### src/bcs_pkg.sv
// Shared types and constants for the bucket counting sort unit.
`timescale 1ns / 1ps
package bcs_pkg;

  localparam int unsigned KEY_W      = 7;
  localparam int unsigned IDX_OUT_W  = 6;
  localparam int unsigned CFG_W      = 7;
  localparam logic [CFG_W-1:0] CFG_RESET = 7'd64;

  typedef enum logic [2:0] {
    ST_CLEAR,
    ST_IDLE,
    ST_DRAIN,
    ST_PFX,
    ST_SC_KEY,
    ST_SC_CUR,
    ST_SC_WR,
    ST_OUT
  } bcs_state_t;

endpackage

### src/bcs_ram.sv
// Simple dual-port RAM: one write port, one read port with registered read data.
`timescale 1ns / 1ps
module bcs_ram #(
  parameter int unsigned DW    = 7,
  parameter int unsigned DEPTH = 64,
  parameter int unsigned AW    = 6
) (
  input  logic          clk,
  input  logic          we,
  input  logic [AW-1:0] waddr,
  input  logic [DW-1:0] wdata,
  input  logic          re,
  input  logic [AW-1:0] raddr,
  output logic [DW-1:0] rdata
);

  logic [DW-1:0] mem [DEPTH];
  logic [DW-1:0] rdata_r;

  always_ff @(posedge clk) begin
    if (we) begin
      mem[waddr] <= wdata;
    end
  end

  always_ff @(posedge clk) begin
    if (re) begin
      rdata_r <= mem[raddr];
    end
  end

  assign rdata = rdata_r;

endmodule

### src/bucket_counting_sort_unit.sv
// Stable counting sort of one set of keyed requests; top level and sequencer.
// Loading takes one request per cycle; the tally memory is updated read-modify-write
// with forwarding between neighboring requests to the same bucket.
// After the last request: drain, a prefix-sum pass over the buckets, a scatter of
// each item in key-read, cursor-read and write steps, one result per cycle, then a
// tally clear. An error set gives its single result after the drain, then clears.
// Reset (synchronous, rst_n low) starts a clearing pass over all buckets, busy high.
`timescale 1ns / 1ps
module bucket_counting_sort_unit
  import bcs_pkg::*;
#(
  parameter int unsigned NUM_BUCKETS = 64,
  parameter int unsigned MAX_ITEMS   = 64
) (
  input  logic                 clk,
  input  logic                 rst_n,
  input  logic                 start,
  output logic                 busy,
  input  logic [KEY_W-1:0]     in_owner_key,
  input  logic                 in_last_item,
  output logic                 out_valid,
  output logic [IDX_OUT_W-1:0] out_item_index,
  output logic [KEY_W-1:0]     out_bucket,
  output logic                 out_error,
  output logic                 out_last_result,
  input  logic                 cfg_valid,
  output logic                 cfg_ready,
  input  logic [CFG_W-1:0]     cfg_bucket_count
);

  localparam int unsigned BW = (NUM_BUCKETS > 1) ? $clog2(NUM_BUCKETS) : 1;
  localparam int unsigned IW = (MAX_ITEMS > 1) ? $clog2(MAX_ITEMS) : 1;
  localparam int unsigned CW = $clog2(MAX_ITEMS + 1);
  localparam int unsigned SW = KEY_W + IW;
  localparam logic [BW-1:0] B_LAST = BW'(NUM_BUCKETS - 1);
  localparam logic [CW-1:0] N_MAX  = CW'(MAX_ITEMS);

  bcs_state_t state_r, state_nxt;
  logic [BW-1:0]    b_r, b_nxt;
  logic [IW-1:0]    ix_r, ix_nxt;
  logic [CW-1:0]    cnt_r, cnt_nxt;
  logic             err_r, err_nxt;
  logic [CW-1:0]    run_r, run_nxt;
  logic             ld_v_r, ld_v_nxt;
  logic [BW-1:0]    ld_addr_r, ld_addr_nxt;
  logic             ld_fwd_r, ld_fwd_nxt;
  logic [CW-1:0]    ld_fwd_data_r, ld_fwd_data_nxt;
  logic             pf_pend_r, pf_pend_nxt;
  logic [BW-1:0]    pf_addr_r, pf_addr_nxt;
  logic [KEY_W-1:0] sc_key_r, sc_key_nxt;
  logic             out_valid_r, out_valid_nxt;
  logic             out_error_r, out_error_nxt;
  logic             out_last_r, out_last_nxt;
  logic [CFG_W-1:0] bucket_count_r, bucket_count_nxt;

  logic          t_we, t_re;
  logic [BW-1:0] t_waddr, t_raddr;
  logic [CW-1:0] t_wdata, t_rdata;
  logic             k_we, k_re;
  logic [IW-1:0]    k_waddr, k_raddr;
  logic [KEY_W-1:0] k_wdata, k_rdata;
  logic          s_we, s_re;
  logic [IW-1:0] s_waddr, s_raddr;
  logic [SW-1:0] s_wdata, s_rdata;

  logic          accept;
  logic          key_ok;
  logic [BW-1:0] key_addr;
  logic [CW-1:0] ld_new;
  logic          ix_last;

  // Tally memory holds per-bucket counts during loading and running cursors
  // after the prefix pass.
  bcs_ram #(.DW(CW), .DEPTH(NUM_BUCKETS), .AW(BW)) u_tally (
    .clk(clk), .we(t_we), .waddr(t_waddr), .wdata(t_wdata),
    .re(t_re), .raddr(t_raddr), .rdata(t_rdata)
  );

  bcs_ram #(.DW(KEY_W), .DEPTH(MAX_ITEMS), .AW(IW)) u_keys (
    .clk(clk), .we(k_we), .waddr(k_waddr), .wdata(k_wdata),
    .re(k_re), .raddr(k_raddr), .rdata(k_rdata)
  );

  // Sorted memory holds {key, arrival index} at each sorted position.
  bcs_ram #(.DW(SW), .DEPTH(MAX_ITEMS), .AW(IW)) u_sorted (
    .clk(clk), .we(s_we), .waddr(s_waddr), .wdata(s_wdata),
    .re(s_re), .raddr(s_raddr), .rdata(s_rdata)
  );

  assign busy      = (state_r != ST_IDLE);
  assign accept    = start && (state_r == ST_IDLE);
  assign cfg_ready = 1'b1;
  assign key_ok    = (in_owner_key != '0) && (in_owner_key <= bucket_count_r)
                     && (32'(in_owner_key) <= NUM_BUCKETS);
  assign key_addr  = BW'(32'(in_owner_key) - 32'd1);
  assign ld_new    = (ld_fwd_r ? ld_fwd_data_r : t_rdata) + CW'(1);
  assign ix_last   = (CW'(ix_r) == (cnt_r - CW'(1)));

  always_comb begin
    state_nxt        = state_r;
    b_nxt            = b_r;
    ix_nxt           = ix_r;
    cnt_nxt          = cnt_r;
    err_nxt          = err_r;
    run_nxt          = run_r;
    ld_v_nxt         = 1'b0;
    ld_addr_nxt      = ld_addr_r;
    ld_fwd_nxt       = 1'b0;
    ld_fwd_data_nxt  = ld_fwd_data_r;
    pf_pend_nxt      = 1'b0;
    pf_addr_nxt      = pf_addr_r;
    sc_key_nxt       = sc_key_r;
    out_valid_nxt    = 1'b0;
    out_error_nxt    = 1'b0;
    out_last_nxt     = 1'b0;
    bucket_count_nxt = (cfg_valid && cfg_ready) ? cfg_bucket_count : bucket_count_r;

    t_we    = 1'b0;
    t_waddr = ld_addr_r;
    t_wdata = ld_new;
    t_re    = 1'b0;
    t_raddr = key_addr;
    k_we    = 1'b0;
    k_waddr = cnt_r[IW-1:0];
    k_wdata = in_owner_key;
    k_re    = 1'b0;
    k_raddr = ix_r;
    s_we    = 1'b0;
    s_waddr = t_rdata[IW-1:0];
    s_wdata = {sc_key_r, ix_r};
    s_re    = 1'b0;
    s_raddr = ix_r;

    // Write-back of a counted request issued in the previous cycle.
    if (ld_v_r) begin
      t_we = 1'b1;
    end

    // Write-back of the exclusive prefix sum for the bucket read last cycle.
    if (pf_pend_r) begin
      t_we    = 1'b1;
      t_waddr = pf_addr_r;
      t_wdata = run_r;
      run_nxt = run_r + t_rdata;
    end

    case (state_r)
      ST_CLEAR: begin
        t_we    = 1'b1;
        t_waddr = b_r;
        t_wdata = '0;
        cnt_nxt = '0;
        err_nxt = 1'b0;
        run_nxt = '0;
        ix_nxt  = '0;
        if (b_r == B_LAST) begin
          b_nxt     = '0;
          state_nxt = ST_IDLE;
        end else begin
          b_nxt = b_r + BW'(1);
        end
      end
      ST_IDLE: begin
        if (accept) begin
          if (cnt_r < N_MAX) begin
            k_we    = 1'b1;
            cnt_nxt = cnt_r + CW'(1);
            if (key_ok) begin
              t_re            = 1'b1;
              ld_v_nxt        = 1'b1;
              ld_addr_nxt     = key_addr;
              // The write landing at this edge would be missed by the read.
              ld_fwd_nxt      = ld_v_r && (ld_addr_r == key_addr);
              ld_fwd_data_nxt = ld_new;
            end else begin
              err_nxt = 1'b1;
            end
          end else begin
            err_nxt = 1'b1;
          end
          if (in_last_item) begin
            state_nxt = ST_DRAIN;
          end
        end
      end
      ST_DRAIN: begin
        if (err_r) begin
          out_valid_nxt = 1'b1;
          out_error_nxt = 1'b1;
          out_last_nxt  = 1'b1;
          state_nxt     = ST_CLEAR;
        end else begin
          state_nxt = ST_PFX;
        end
      end
      ST_PFX: begin
        t_re        = 1'b1;
        t_raddr     = b_r;
        pf_pend_nxt = 1'b1;
        pf_addr_nxt = b_r;
        if (b_r == B_LAST) begin
          b_nxt     = '0;
          ix_nxt    = '0;
          state_nxt = ST_SC_KEY;
        end else begin
          b_nxt = b_r + BW'(1);
        end
      end
      ST_SC_KEY: begin
        k_re      = 1'b1;
        state_nxt = ST_SC_CUR;
      end
      ST_SC_CUR: begin
        sc_key_nxt = k_rdata;
        t_re       = 1'b1;
        t_raddr    = BW'(32'(k_rdata) - 32'd1);
        state_nxt  = ST_SC_WR;
      end
      ST_SC_WR: begin
        t_we    = 1'b1;
        t_waddr = BW'(32'(sc_key_r) - 32'd1);
        t_wdata = t_rdata + CW'(1);
        s_we    = 1'b1;
        if (ix_last) begin
          ix_nxt    = '0;
          state_nxt = ST_OUT;
        end else begin
          ix_nxt    = ix_r + IW'(1);
          state_nxt = ST_SC_KEY;
        end
      end
      ST_OUT: begin
        s_re          = 1'b1;
        out_valid_nxt = 1'b1;
        out_last_nxt  = ix_last;
        if (ix_last) begin
          ix_nxt    = '0;
          state_nxt = ST_CLEAR;
        end else begin
          ix_nxt = ix_r + IW'(1);
        end
      end
      default: begin
        state_nxt = ST_CLEAR;
      end
    endcase
  end

  always_ff @(posedge clk) begin
    if (!rst_n) begin
      state_r        <= ST_CLEAR;
      b_r            <= '0;
      ix_r           <= '0;
      cnt_r          <= '0;
      err_r          <= 1'b0;
      run_r          <= '0;
      ld_v_r         <= 1'b0;
      ld_fwd_r       <= 1'b0;
      pf_pend_r      <= 1'b0;
      out_valid_r    <= 1'b0;
      out_error_r    <= 1'b0;
      out_last_r     <= 1'b0;
      bucket_count_r <= CFG_RESET;
    end else begin
      state_r        <= state_nxt;
      b_r            <= b_nxt;
      ix_r           <= ix_nxt;
      cnt_r          <= cnt_nxt;
      err_r          <= err_nxt;
      run_r          <= run_nxt;
      ld_v_r         <= ld_v_nxt;
      ld_fwd_r       <= ld_fwd_nxt;
      pf_pend_r      <= pf_pend_nxt;
      out_valid_r    <= out_valid_nxt;
      out_error_r    <= out_error_nxt;
      out_last_r     <= out_last_nxt;
      bucket_count_r <= bucket_count_nxt;
    end
  end

  always_ff @(posedge clk) begin
    ld_addr_r     <= ld_addr_nxt;
    ld_fwd_data_r <= ld_fwd_data_nxt;
    pf_addr_r     <= pf_addr_nxt;
    sc_key_r      <= sc_key_nxt;
  end

  assign out_valid       = out_valid_r;
  assign out_error       = out_error_r;
  assign out_last_result = out_last_r;
  assign out_item_index  = out_error_r ? '0 : IDX_OUT_W'(s_rdata[IW-1:0]);
  assign out_bucket      = out_error_r ? '0 : s_rdata[SW-1:IW];

endmodule

### config.mk
export PLATFORM = sky130hd
export DESIGN_NAME = bucket_counting_sort_unit
export DESIGN_NICKNAME = d
export VERILOG_FILES = /design/src/bcs_pkg.sv /design/src/bcs_ram.sv /design/src/bucket_counting_sort_unit.sv
export SDC_FILE = /design/constraint.sdc
export NUM_CORES = 2
export LEC_CHECK = 0
export BUFFER_PORTS_ARGS = -buffer_cell sky130_fd_sc_hd__buf_4
export CORE_MARGIN = 4
export CORE_UTILIZATION = 45
export CTS_CLUSTER_SIZE = 16
export DETAILED_ROUTE_END_ITERATION = 16
export GPL_TIMING_DRIVEN = 1
export PLACE_DENSITY = 0.6
export SLEW_MARGIN = 20
export SYNTH_ARGS = -nofsm -noshare
export SYNTH_HDL_FRONTEND = slang
export SYNTH_SLANG_ARGS = --single-unit
### constraint.sdc
create_clock -name clk -period 11.4 [get_ports clk]
set_clock_uncertainty 0.1 [all_clocks]
set_input_delay 2.28 -clock clk [delete_from_list [all_inputs] [get_ports clk]]
set_output_delay 2.28 -clock clk [all_outputs]
set_load 0.03 [all_outputs]
* After elaboration in Yosys (flattened, before gate mapping)
Memory sizes are Yosys's and may differ from the RTL's. A register that Yosys moved wholly into a read port is not among the register bits. Index checks and enable logic that the tools add are counted.
Storage, ports and cells: bits in registers 69, bits in writable memories 1728, input port bits 19, output and inout bits 18, word-level logic and storage cells 123, memories 3
Memories:
- u_sorted.mem | depth 64, width 13, read ports 1, clocked after Yosys merged registers in 1, wr ports 1, RTL line bcs_ram.sv:17 | logic [DW-1:0] mem [DEPTH];
- u_keys.mem | depth 64, width 7, read ports 1, clocked after Yosys merged registers in 1, wr ports 1, RTL line bcs_ram.sv:17
- u_tally.mem | depth 64, width 7, read ports 1, clocked after Yosys merged registers in 1, wr ports 1, RTL line bcs_ram.sv:17
Cells by class: add/subtract/negate cells 10, order comparisons 3, equal/unequal tests 18, muxes and demuxes 50, bitwise logic cells 1, reductions and logical operators 21
Operators with widths (count):
- 7-bit two-way mux | 5
- 6-bit two-way mux | 5
- 7-bit case mux with 2 select lines | 2
- 3-bit case mux with 8 select lines | 1
- 6-bit case mux with 2 select lines | 2
- 1-bit two-way mux | 23
- 7-bit by 1-bit adder with 7-bit output (second input constant) | 3
- 6-bit case mux with 3 select lines | 1
- 6-bit by 1-bit subtractor with 6-bit output (second input constant) | 3
- 3-bit two-way mux | 5
- 6-bit by 1-bit adder with 6-bit output (second input constant) | 2
- 3-bit equality test (second input constant) | 4
- 2-bit != test (second input constant) | 5
- 5-bit AND reduction | 2
- 2-bit OR reduction | 5
- 1-bit case mux with 2 select lines | 4
- 7-bit adder | 1
- 6-bit by 7-bit equality test with 1-bit output | 1
- 7-bit <= comparator | 1
- 7-bit <= comparator (second input constant) | 1
- 7-bit < comparator (second input constant) | 1
- 7-bit nonzero test | 1
- 7-bit by 1-bit subtractor with 7-bit output (second input constant) | 1
- 3-bit by 2-bit equality test with 1-bit output (second input constant) | 2
- other kinds (15) | 22

* Logic depth before layout (Yosys ltp)
word-level depth 7, mapped depth 13, depth with buffers taken out 10

* Modules after synthesis
From an unflattened synthesis, not the netlist that was laid out.
Second synthesis, totals: cell total of the unflattened synthesis 3558, area total of the unflattened synthesis 72331.9 µm²
By module, submodules not included:
- bcs_ram (u_keys ...) | times used 2, cells an instance 827, area each 17705.7 µm², sequential area each 13663.1 µm²
- bcs_ram (u_sorted) | times used 1, cells an instance 1402, area each 32474.9 µm², sequential area each 25374.3 µm²
- bucket_counting_sort_unit | times used 1, cells an instance 502, area each 4445.5 µm², sequential area each 1641.6 µm²

* Worst setup path after synthesis
No wires, ideal clock.
path type input to register, start input in_owner_key[1], end register ld_addr_r[0] (enable), setup time 355 ps, arrival 4384 ps, data required time 10945 ps, path slack 6561 ps, cell stages on the path 9, buffers on the path 0, cells stage by stage ha_1 nor2b_1 o21a_1 o21ai_0 nand2b_1 a21oi_1 o21ai_0 a2111oi_0 and2_1
On the way: longest elaborated chain between the ends 4, elaborated cells on any way between the ends 6, those cells by class order compare (2); reduce/logical (4)
Ends and longest elaborated chain:
- start: declaration | RTL line bucket_counting_sort_unit.sv:19 | input logic [KEY_W-1:0] in_owner_key,
- 7-bit <= comparator / 7-bit nonzero test (equally long branches) | RTL line bucket_counting_sort_unit.sv:93 | assign key_ok = (in_owner_key != '0) && (in_owner_key <= bucket_count_r)
- 1-bit logical AND | RTL line bucket_counting_sort_unit.sv:93
- 1-bit logical AND (*) | RTL line bucket_counting_sort_unit.sv:94 | && (32'(in_owner_key) <= NUM_BUCKETS);
- 4-bit AND reduction (no line) (*)
- end signal: assignment | RTL line bucket_counting_sort_unit.sv:282 | ld_addr_r <= ld_addr_nxt;
- end: declaration | RTL line bucket_counting_sort_unit.sv:45 | logic [BW-1:0] ld_addr_r, ld_addr_nxt;
Every way passes the cells marked *; elsewhere a longest branch is shown, timed or not. A chain may end at the register's enable or synchronous reset.

* Final worst setup path
start input in_owner_key[0], end register u_tally.rdata_r[3] (netlist: u_tally.rdata[3]), read port of u_tally.mem, data pin
On the way: elaborated cells on any way between the ends 11, those cells by class add/sub (1); order compare (2); mux (5); reduce/logical (3)
RTL lines:
- 6-bit by 1-bit subtractor with 6-bit output | RTL line bucket_counting_sort_unit.sv:95 | assign key_addr = BW'(32'(in_owner_key) - 32'd1);
- named net key_addr[0] | RTL line bucket_counting_sort_unit.sv:68 | logic [BW-1:0] key_addr;
- 6-bit case mux with 2 select lines | RTL line bucket_counting_sort_unit.sv:147 | case (state_r)
- end: declaration | RTL line bcs_ram.sv:18 | logic [DW-1:0] rdata_r;
The timed path passes the listed nets, and every way through them passes these cells.

==> results.cfg <==
[finish]
drive_gt1_share_pct = 21.4
final_area_mm2 = 0.0782
fin_util_pct = 50.8
area_growth_pct = 12.4
nets = 3822
n_fill_cell = 12400
n_antenna_cell = 0

[sta]
slew_headroom_pct = 29.0
fmax_ghz = 0.172
setup_viol = 0
finalHoldViolCount = 0
rsz0062_at_grt = false
tns_ns = 0
worst_slew_pin_slew_ns = 1.07
period_minus_slack_ns = 5.80
setup_ws_ns = 5.60
drv_slew = 0
period_share_pct = 50.9

[worst_setup_path]
slowest_stage = buf_4
path_class = primary input to flop
slowest_delay_ns = 0.61
start_kind = primary input
worst_ep_required_time_ns = 11.84
path_cells = buf_4 > inv_1 > ha_1 > inv_1 > a221oi_2 > o22a_4 > buf_4 > a21oi_1 > o21ai_0 > nand4b_1 > and4_1
cp_max_fo = 71
arrival_ns = 6.24
end_kind = flop

[status]
status = completed

[yosys]
synthFlopType = edfxtp_1
synth_area_mm2 = 0.0696
synthCells = 3675
synth-seq-area-share_pct = 75.2
synthArstFlopShare_pct = 0
syn-num-nets = 3716
synth_seq_cells = 1757
synth_edf_count = 1715
synth_warnings = 0
avgSynthCellArea_um2 = 18.9
synth_top_area_share_pct = 74.0
netlist_top_cells_area = edfxtp_1 74%, mux4_2 14%, nand2_1 1.8%, a21oi_1 1.4%, nor2_1 1.4%
synthTopCellsByCount = 1715 x edfxtp_1, 420 x mux4_2, 335 x nand2_1
yosysUniqueCellTypes = 72
synth.most_common_cell = edfxtp_1
synth_top_area_cell = edfxtp_1

[die]
die_h_um = 401
ios = 37
rows = 144
fp.dieW_um = 401
start_util_pct = 45.2
die_area_mm2 = 0.161
core_mm2 = 0.154

[pwr]
peakVddDrop_v = 0.000133
power.total_mw = 13.0
p_leak_nw = 23.7
power_density_mw_per_mm2 = 166

[global_routing]
grt_max_degree = 167
antenna_found_initial = 1
grt_usage_pct = 19.1
grt_pass1_vias = 34600
overflow = 0
grt_pass1_wl_um = 232000

[routing]
wirelength_um = 155000
drtIter0Drc = 3542
drc = 0
drtAntennaViolNets = 0
wl_per_cell_um = 26.0
vias = 34300
firstDrtPassIters = 5
vias_per_cell = 5.75

[clocking]
clockBufferDepth = 3
ctsHtreeMaxLevel = 4
cts_root_buffer = clkbuf_16
clock-sinks = 1757
cts_setup_buffers = 0
holdBufCountCts = 0
clk_pin_slew_worst_paths_ns = 0.06
cts_buffers = 178
cts_tree = built
clk_latency_ns = 0.79
cts_resized = 0

[placement]
pre_cts_slack_ns = 4.83
dpl_cell_area_mm2 = 0.0724
port_buffers = 35
place.gp.congestion = 0.799
dp_hpwl_um = 92000

[flow_run]
maxCapViolations = 0

[min_path]
holdCritPathClass = flop to flop
[layer usage]
metal | vias to the layer above | global-route usage [%] | wire, um
met1 | 18100 | 27.5 | 67900
met5 | - | 0 | 0
met3 | 239 | 2.82 | 7900
met4 | 0 | 5.01 | 3550
li1 | 15000 | - | -
met2 | 1037 | 30.9 | 75900
[cell usage in the layout (no fill, tap or decap), types with 5 or more instances in the layout]
| cell | count |
|---|---|
| a21oi_1 | 195 |
| xor2_1 | 21 |
| nor2_1 | 251 |
| inv_1 | 29 |
| and3_1 | 8 |
| nor2_2 | 6 |
| ha_1 | 21 |
| nand2b_1 | 7 |
| nand3b_1 | 8 |
| or3_1 | 13 |
| mux4_2 | 420 |
| and2_1 | 9 |
| nand4_1 | 15 |
| nor3_1 | 9 |
| dfxtp_4 | 6 |
| and4_1 | 7 |
| bufinv_16 | 17 |
| nand4b_1 | 16 |
| o21ai_0 | 53 |
| a211oi_1 | 5 |
| mux2i_1 | 27 |
| edfxtp_1 | 1715 |
| o211ai_1 | 5 |
| buf_4 | 130 |
| o22ai_4 | 6 |
| clkbuf_1 | 52 |
| o221ai_1 | 5 |
| nand3_1 | 33 |
| clkinv_8 | 6 |
| nand2_1 | 334 |
| nor2b_1 | 33 |
| clkinv_1 | 36 |
| xnor2_1 | 22 |
| dfxtp_1 | 36 |
| clkbuf_16 | 181 |
| clkinv_2 | 20 |
| a22oi_1 | 75 |
[sequential cells by signal, indices dropped and copies added (netlist names), 3 cells and up]
name	flops
cnt_r	7
u_sorted.mem	832
sc_key_r	7
state_r	3
u_tally.mem	384
u_keys.mem	448
ld_fwd_data_r	6
pf_addr_r	6
bucket_count_r	7
ld_addr_r	6
u_sorted.rdata	13
b_r	6
u_tally.rdata	6
run_r	6
ix_r	6
u_keys.rdata	7
[metrics by stage]
step / instances / hold WS, ns
finish: 5969 / 0.320
global route: 5969 / 0.325
CTS: 5967 / 0.320
floorplan: 3675 / 0.300
global placement: 5643 / 0.303
detailed placement: 5643 / 0.305
[critical path, delay by kind of cell]
kind / cells / cell delay [ns]
AOI/OAI and AO/OA: 4 / 1.48
adders and majority gates: 1 / 0.49
and+or+nand+nor: 2 / 0.42
buffers and inverters: 4 / 1.42
[final cells by class]
| cell class | instances | area (um^2) | area share [%] |
|---|---|---|---|
| clock buffer | 233 | 4720 | 6.04 |
| clock inverter | 91 | 1030 | 1.32 |
| inverter | 30 | 113 | 0.144 |
| multi-input combinational | 1678 | 16300 | 20.9 |
| sequential | 1757 | 52400 | 67.0 |
| tap | 2044 | 2560 | 3.27 |
| timing repair buffer | 136 | 1100 | 1.40 |
[worst paths after layout]
path / startpoint / to / slack (ns) / depth (start not counted)
setup reg to reg: state_r[1] / u_tally.mem[15][3] / 6.11 / 8
hold reg to reg: u_keys.rdata[6] / sc_key_r[6] / 0.32 / 0
setup / recovery: in_owner_key[0] / u_tally.rdata[3] / 5.60 / 11
hold / removal: u_keys.rdata[6] / sc_key_r[6] / 0.32 / 0
[cells by family (layout without fill, tap and decap cells)]
logic type / after synthesis / in the layout / share of synthesized area, %
AND/OR/NAND/NOR: 772 / 772 / 4.88
buffers and inverters: 240 / 490 / 1.52
other: 1 / 1 / 0.00539
flip-flops: 1757 / 1757 / 75.2
adder cells (fa/ha/maj): 22 / 22 / 0.406
AO/OA/AOI/OAI: 392 / 392 / 3.42
multiplexers: 448 / 448 / 14.0
XOR/XNOR: 43 / 43 / 0.541
[report_power, final]
part | switching, mW | total, mW | internal [mW] | leakage, nW
clock network | 2.41 | 5.73 | 3.32 | 2.77
logic | 0.177 | 0.248 | 0.0704 | 5.21
registers | 0.00632 | 7.02 | 7.02 | 15.8
Note: power is estimated with default switching activity, not from simulation.
